File: src/sv/biu_pkg.sv
// ----------------------------------------------------------------------------
// biu_pkg
// shared types and constants for the bicubic upscaler
// ----------------------------------------------------------------------------
package biu_pkg;

    localparam int MAX_WIDTH_DEF  = 256;
    localparam int MAX_HEIGHT_DEF = 256;
    localparam int MAX_SCALE_DEF  = 8;

    localparam logic [1:0] REG_WIDTH  = 2'd0;
    localparam logic [1:0] REG_HEIGHT = 2'd1;
    localparam logic [1:0] REG_SCALE  = 2'd2;

    localparam logic REQ_LOAD  = 1'b0;
    localparam logic REQ_QUERY = 1'b1;

    typedef struct packed {
        logic        req_type;
        logic [10:0] coord_x;
        logic [10:0] coord_y;
        logic [7:0]  red_in;
        logic [7:0]  green_in;
        logic [7:0]  blue_in;
        logic [7:0]  alpha_in;
    } in_item_t;

    typedef struct packed {
        logic [7:0] red_out;
        logic [7:0] green_out;
        logic [7:0] blue_out;
        logic [7:0] alpha_out;
    } out_item_t;

    typedef enum logic [2:0] {
        ST_IDLE,
        ST_MAP,
        ST_FRAC,
        ST_READ,
        ST_COL,
        ST_DONE
    } state_t;

endpackage

File: src/sv/biu_cr.sv
// ----------------------------------------------------------------------------
// biu_cr
// multi-cycle catmull-rom kernel, one horner multiply per cycle
// ----------------------------------------------------------------------------
module biu_cr
    import biu_pkg::*;
(
    input  logic               clk,
    input  logic               rst_n,
    input  logic               start,
    input  logic signed [27:0] p0,
    input  logic signed [27:0] p1,
    input  logic signed [27:0] p2,
    input  logic signed [27:0] p3,
    input  logic        [15:0] t,
    output logic               done,
    output logic signed [27:0] res
);

    logic signed [31:0] b2_reg, c2_reg, h_reg, p1_reg;
    logic        [15:0] t_reg;
    logic        [1:0]  step_reg;
    logic               busy_reg;
    logic               done_reg;
    logic signed [31:0] a2, b2, c2;
    logic signed [48:0] prod;
    logic signed [32:0] hs;

    assign a2 = -32'(p0) + 32'(3 * p1) - 32'(3 * p2) + 32'(p3);
    assign b2 = 32'(2 * p0) - 32'(5 * p1) + 32'(4 * p2) - 32'(p3);
    assign c2 = 32'(p2) - 32'(p0);
    assign prod = 49'(h_reg) * $signed({1'b0, t_reg});
    assign hs = 33'(prod >>> 16);

    always_ff @(posedge clk or negedge rst_n)
    begin
        if (!rst_n)
        begin
            busy_reg <= 1'b0;
            step_reg <= 2'd0;
            done_reg <= 1'b0;
        end
        else
        begin
            done_reg <= 1'b0;
            if (start)
            begin
                busy_reg <= 1'b1;
                step_reg <= 2'd0;
            end
            else if (busy_reg)
            begin
                step_reg <= step_reg + 2'd1;
                if (step_reg == 2'd2)
                begin
                    busy_reg <= 1'b0;
                    done_reg <= 1'b1;
                end
            end
        end
    end

    always_ff @(posedge clk)
    begin
        if (start)
        begin
            h_reg  <= a2;
            b2_reg <= b2;
            c2_reg <= c2;
            p1_reg <= 32'(p1);
            t_reg  <= t;
        end
        else if (busy_reg)
        begin
            unique case (step_reg)
                2'd0:    h_reg <= 32'(hs) + b2_reg;
                2'd1:    h_reg <= 32'(hs) + c2_reg;
                default: h_reg <= 32'(p1_reg + 32'(hs >>> 1));
            endcase
        end
    end

    assign done = done_reg;
    assign res  = 28'(h_reg);

endmodule
File: config.mk
export PLATFORM = sky130hd
export DESIGN_NAME = biu_cr
export DESIGN_NICKNAME = d
export VERILOG_FILES = /design/src/sv/biu_pkg.sv /design/src/sv/biu_cr.sv
export SDC_FILE = /design/constraint.sdc
export NUM_CORES = 2
export LEC_CHECK = 0
export BUFFER_PORTS_ARGS = -buffer_cell sky130_fd_sc_hd__buf_4
export CAP_MARGIN = 20
export CELL_PAD_IN_SITES_DETAIL_PLACEMENT = 1
export CELL_PAD_IN_SITES_GLOBAL_PLACEMENT = 2
export CORE_AREA = 2 2 263 368
export CTS_BUF_LIST = sky130_fd_sc_hd__clkbuf_16
export DETAILED_ROUTE_END_ITERATION = 7
export DIE_AREA = 0 0 265 370
export PLACE_DENSITY = 0.83
export SYNTH_ARGS = -nofsm -noshare
export SYNTH_HDL_FRONTEND = slang
export SYNTH_SLANG_ARGS = --single-unit
File: constraint.sdc
create_clock -name clk -period 11.6 [get_ports clk]
set_clock_uncertainty 0.2 [all_clocks]
set_input_delay 2.32 -clock clk [delete_from_list [all_inputs] [get_ports clk]]
set_output_delay 2.32 -clock clk [all_outputs]
set_load 0.02 [all_outputs]
Yosys cells after proc, flatten, opt, wreduce, memory -nomap -nowiden
Index checks and enable logic that the tools add are counted.
Word-level totals
  register bits: 144
  bits of input ports: 131
  output and inout bits: 29
  word-level logic and storage cells: 39
Cells by class
  $add $sub $neg: 12
  multipliers: 4
  equal/unequal tests: 2
  mux-type cells: 11
  reduce and logical (&&, ||, !) cells: 2
Operators by type and width (count)
  $add A32 B32 Y32: 2
  $mux W32: 2
  $pmux W32 S2: 1
  $mul A3 B28 Y31 const A: 2
  $mul A32 B17 Y49: 1
  $add A28 B32 Y32: 1
  $add A32 B28 Y32: 1
  $add A32 B30 Y32: 1
  $add A32 B31 Y32: 1
  $mul A4 B28 Y32 const A: 1
  $neg A28 Y32: 1
  $sub A29 B32 Y32: 1
  $sub A32 B28 Y32: 1
  $sub A32 B31 Y32: 1
  $sub A28 B28 Y29: 1
  $mux W1: 6
  $mux W2: 2
  $add A2 B1 Y2 const B: 1
  $eq A2 B1 Y1 const B: 1
  $eq A2 B2 Y1 const B: 1
  $logic_not A2 Y1: 1
  $reduce_bool A2 Y1: 1

Longest topological paths before layout
  depth in word-level cells: 5
  depth in mapped cells: 37
  mapped depth without buffers: 36

Worst setup path after synthesis
Ideal clock, no wire load.
  path kind: flip-flop to flip-flop
  start point: reg h_reg[12]
  end point: reg h_reg[31], data pin
  library setup time: 0.265 ns
  arrival time: 8.216 ns
  data required time: 11.135 ns
  path slack: 2.919 ns
  stages on the path, launching flop included: 33
  period minus slack after synthesis: 8.681 ns
  cell sequence: edfxtp_1 -> clkbuf_1 -> nand2_1 -> fa_1 -> fa_1 -> fa_1 -> inv_1 -> fa_1 -> fa_1 -> inv_1 -> fa_1 -> inv_1 -> ha_1 -> a2111oi_0 -> a21oi_1 -> o21bai_1 -> and2_1 -> o21a_1 -> o21a_1 -> o21a_1 -> nor2_1 -> xnor2_1 -> ha_1 -> or4_1 -> a31oi_4 -> o211ai_2 -> o41ai_4 -> o21ai_2 -> a31o_1 -> a21oi_2 -> xnor2_1 -> xnor2_1 -> o21ai_1
On the way
  cells in the longest elaborated chain, start to end: 5
  elaborated cells on any way between the ends: 7
  those cells by class: 3 x add/sub; 1 x mul; 3 x mux
RTL lines
  start, declared: RTL line biu_cr.sv:20  | logic signed [31:0] b2_reg, c2_reg, h_reg, p1_reg;
  start signal, assigned: RTL line biu_cr.sv:76  | 2'd0: h_reg <= 32'(hs) + b2_reg;
  start signal, assigned: RTL line biu_cr.sv:77  | 2'd1: h_reg <= 32'(hs) + c2_reg;
  start signal, assigned: RTL line biu_cr.sv:78  | default: h_reg <= 32'(p1_reg + 32'(hs >>> 1));
  $mul A32 B17 Y49 *: RTL line biu_cr.sv:32  | assign prod = 49'(h_reg) * $signed({1'b0, t_reg});
  $add A28 B32 Y32, or another cell as far along: RTL line biu_cr.sv:78
  $pmux W32 S2 *: RTL line biu_cr.sv:75  | unique case (step_reg)
  $mux W32 *: RTL line biu_cr.sv:73  | else if (busy_reg)
  $mux W32 *: RTL line biu_cr.sv:65  | if (start)
Every way passes the cells marked *; elsewhere a longest branch is shown, timed or not. The select of a mux whose other input is x is not followed.
A chain may end at the register's enable or synchronous reset.

Worst setup path after layout
  start point: reg h_reg[11]
  end point: reg h_reg[31], data pin
The elaborated chain is that of the path after synthesis.

==> flow_summary.json <==
{
  "status": "complete, no violations",
  "hpwl_um": 88400,
  "finalWorstSetupSlack_ns": 1.47,
  "hp-class": "reg -> reg",
  "synth_fp_nets": 5121,
  "syn_inst": 3905,
  "async_flop_share": 0.0284,
  "areaGrowthSynthToFinish_pct": 8.14,
  "track_usage": 0.222,
  "clkSinkCount": 141,
  "yosysSeqAreaShare": 0.115,
  "start_util": 0.386,
  "yosysTopAreaCell": "fa_1",
  "grt_max_degree": 66,
  "final_cell_mix": "949 x inv_1, 690 x fa_1, 394 x ha_1, 391 x nand2_1, 214 x and2_1",
  "ant_nets": 0,
  "worst_ep_required_time_ns": 11.66,
  "setup_viol_count_final": 0,
  "max_slew.worst_pin.slew_ns": 1.05,
  "clkLatencyLatePin_ns": 0.51,
  "drv_slew": 0,
  "path_clk_slew_ns": 0.07,
  "hold_buffers": 0,
  "post_cts_buffers": 0,
  "synth_top_area_share": 0.377,
  "dieWidth_um": 265,
  "drt_iter0_markers": 993,
  "met1_usage": 0.261,
  "synth_area_per_cell_um2": 9.39,
  "fin_tns_setup_ns": 0,
  "drv_cap": 0,
  "final_common_cell": "inv_1",
  "crit_arrival_ns": 10.19,
  "viasPerCell": 5.07,
  "end_kind": "flop",
  "critPathMaxStageDelay_ns": 0.96,
  "via_count": 26500,
  "use_met3": 0.0196,
  "grt_pass1_vias": 30700,
  "min_period_ns": 10.13,
  "hold_viol": 0,
  "dp_slack_ns": 1.41,
  "yosysWarnings": 0,
  "antenna_found_initial": 1,
  "nNetsFinal": 5206,
  "register_area_um2": 4210,
  "tritoncts": "yes",
  "dieHeight_um": 370,
  "drc_errors": 0,
  "critPathLaunchType": "flop",
  "synth_edf_count": 137,
  "max_freq_ghz": 0.0987,
  "h-tree-depth": 4,
  "relSlewSlack": 0.303,
  "crit_type": "reg -> reg",
  "gp_congestion": 0.867,
  "clk_path_buf_depth": 2,
  "drive_gt1_frac": 0.0719,
  "place.port_buffers": 159,
  "rsz0062_at_grt": "no",
  "multiInputGateArea_um2": 28300,
  "syn-cell-area_um2": 36700,
  "synth_top_flop_cell": "edfxtp_1",
  "overflow": 0,
  "cp_slowest_cell": "edfxtp_1",
  "io_pins": 160,
  "grt_use_met2": 0.428,
  "busiest_layer": "met2",
  "dr.pass1.iters": 5,
  "n_fill_cell": 11000,
  "ys_seq_elements": 141,
  "synthTopCellsByArea": "fa_1 38%, ha_1 13%, edfxtp_1 11%, inv_1 9.7%, nand2_1 4.0%",
  "core_area_um2": 94900,
  "critical_path_peak_fanout": 17,
  "synthDistinctLibCells": 87,
  "crit_top_cell": "fa_1",
  "die_area_um2": 98100,
  "grt_pass1_wl_um": 169000,
  "cts-buffers-inserted": 17,
  "rows": 134,
  "post_drt_wl_per_cell_um": 19.8,
  "wl_um": 104000,
  "timing.final.crit_share": 0.873,
  "cts-resized-gates": 0,
  "cts-root-buf": "clkbuf_16"
}
## kinds of logic (layout without fill, tap and decap cells)
kind of cell	count (synthesis)	in the layout	share of synthesized area
and+or+nand+nor	906	906	0.119
DFF	141	141	0.115
buffers and inverters	1077	1175	0.113
other	0	1	0
AOI/OAI and AO/OA	503	503	0.0929
adders and majority gates	1085	1085	0.511
xor gates and xnor gates	156	156	0.0373
muxes	37	37	0.0111
## synth_stat cells, drive strengths merged (31+ instances only)
cell,number
inv,948
fa,690
ha,395
nand2,391
and2,214
a21oi,143
edfxtp,137
nor2,120
xnor2,114
clkbuf,99
o21ai,97
a21o,71
xor2,42
a211oi,32
nand3,32
o21a,31
## critical path: cells and delay by family, from the launching register on
kind / cells / cell delay [ns]
DFF: 1 / 0.96
adders and majority gates: 8 / 3.81
buffers and inverters: 3 / 0.16
AOI/OAI and AO/OA: 12 / 3.08
xor gates and xnor gates: 1 / 0.12
and+or+nand+nor: 9 / 1.54
## cell type report
| class | instances | share of cell area |
|---|---|---|
| multi-input combinational | 2687 | 0.714 |
| inverter | 948 | 0.0897 |
| sequential | 141 | 0.106 |
| antenna | 1 | 0.0000631 |
| tap | 1224 | 0.0386 |
| clock buffer | 17 | 0.0107 |
| clock inverter | 15 | 0.00306 |
| timing repair buffer | 195 | 0.0375 |
## metrics by stage
stage / area [µm²] / utilization / std cells / hold WS, ns
finish: 39700 / 0.418 / 5228 / 0.378
global route: 39700 / 0.418 / 5228 / 0.425
CTS: 39600 / 0.418 / 5226 / 0.394
detailed placement: 39100 / 0.412 / 5194 / 0.375
global placement: 39100 / 0.412 / 5194 / 0.337
floorplan: 36700 / - / 3905 / 0.313
## path summary, 6_finish.rpt
path | startpoint | end | slack [ns] | cells past startpoint
max | h_reg[11] | h_reg[31] | 1.47 | 33
min | step_reg[1] | step_reg[1] | 0.38 | 2
max reg2reg | h_reg[11] | h_reg[31] | 1.47 | 33
min reg2reg | step_reg[1] | step_reg[1] | 0.38 | 2
max in group asynchronous | rst_n | step_reg[1] | 9.71 | 1
min in group asynchronous | rst_n | done | 1.39 | 1
## per-layer routing
| layer | wire length (µm) | vias to the layer above |
|---|---|---|
| li1 | - | 12300 |
| met1 | 42000 | 13800 |
| met2 | 56800 | 350 |
| met3 | 2240 | 123 |
| met4 | 2710 | 0 |
| met5 | 0 | - |
Power is not shown: default switching activity piles up to over one toggle a cycle in this logic, so the estimate is an artifact.
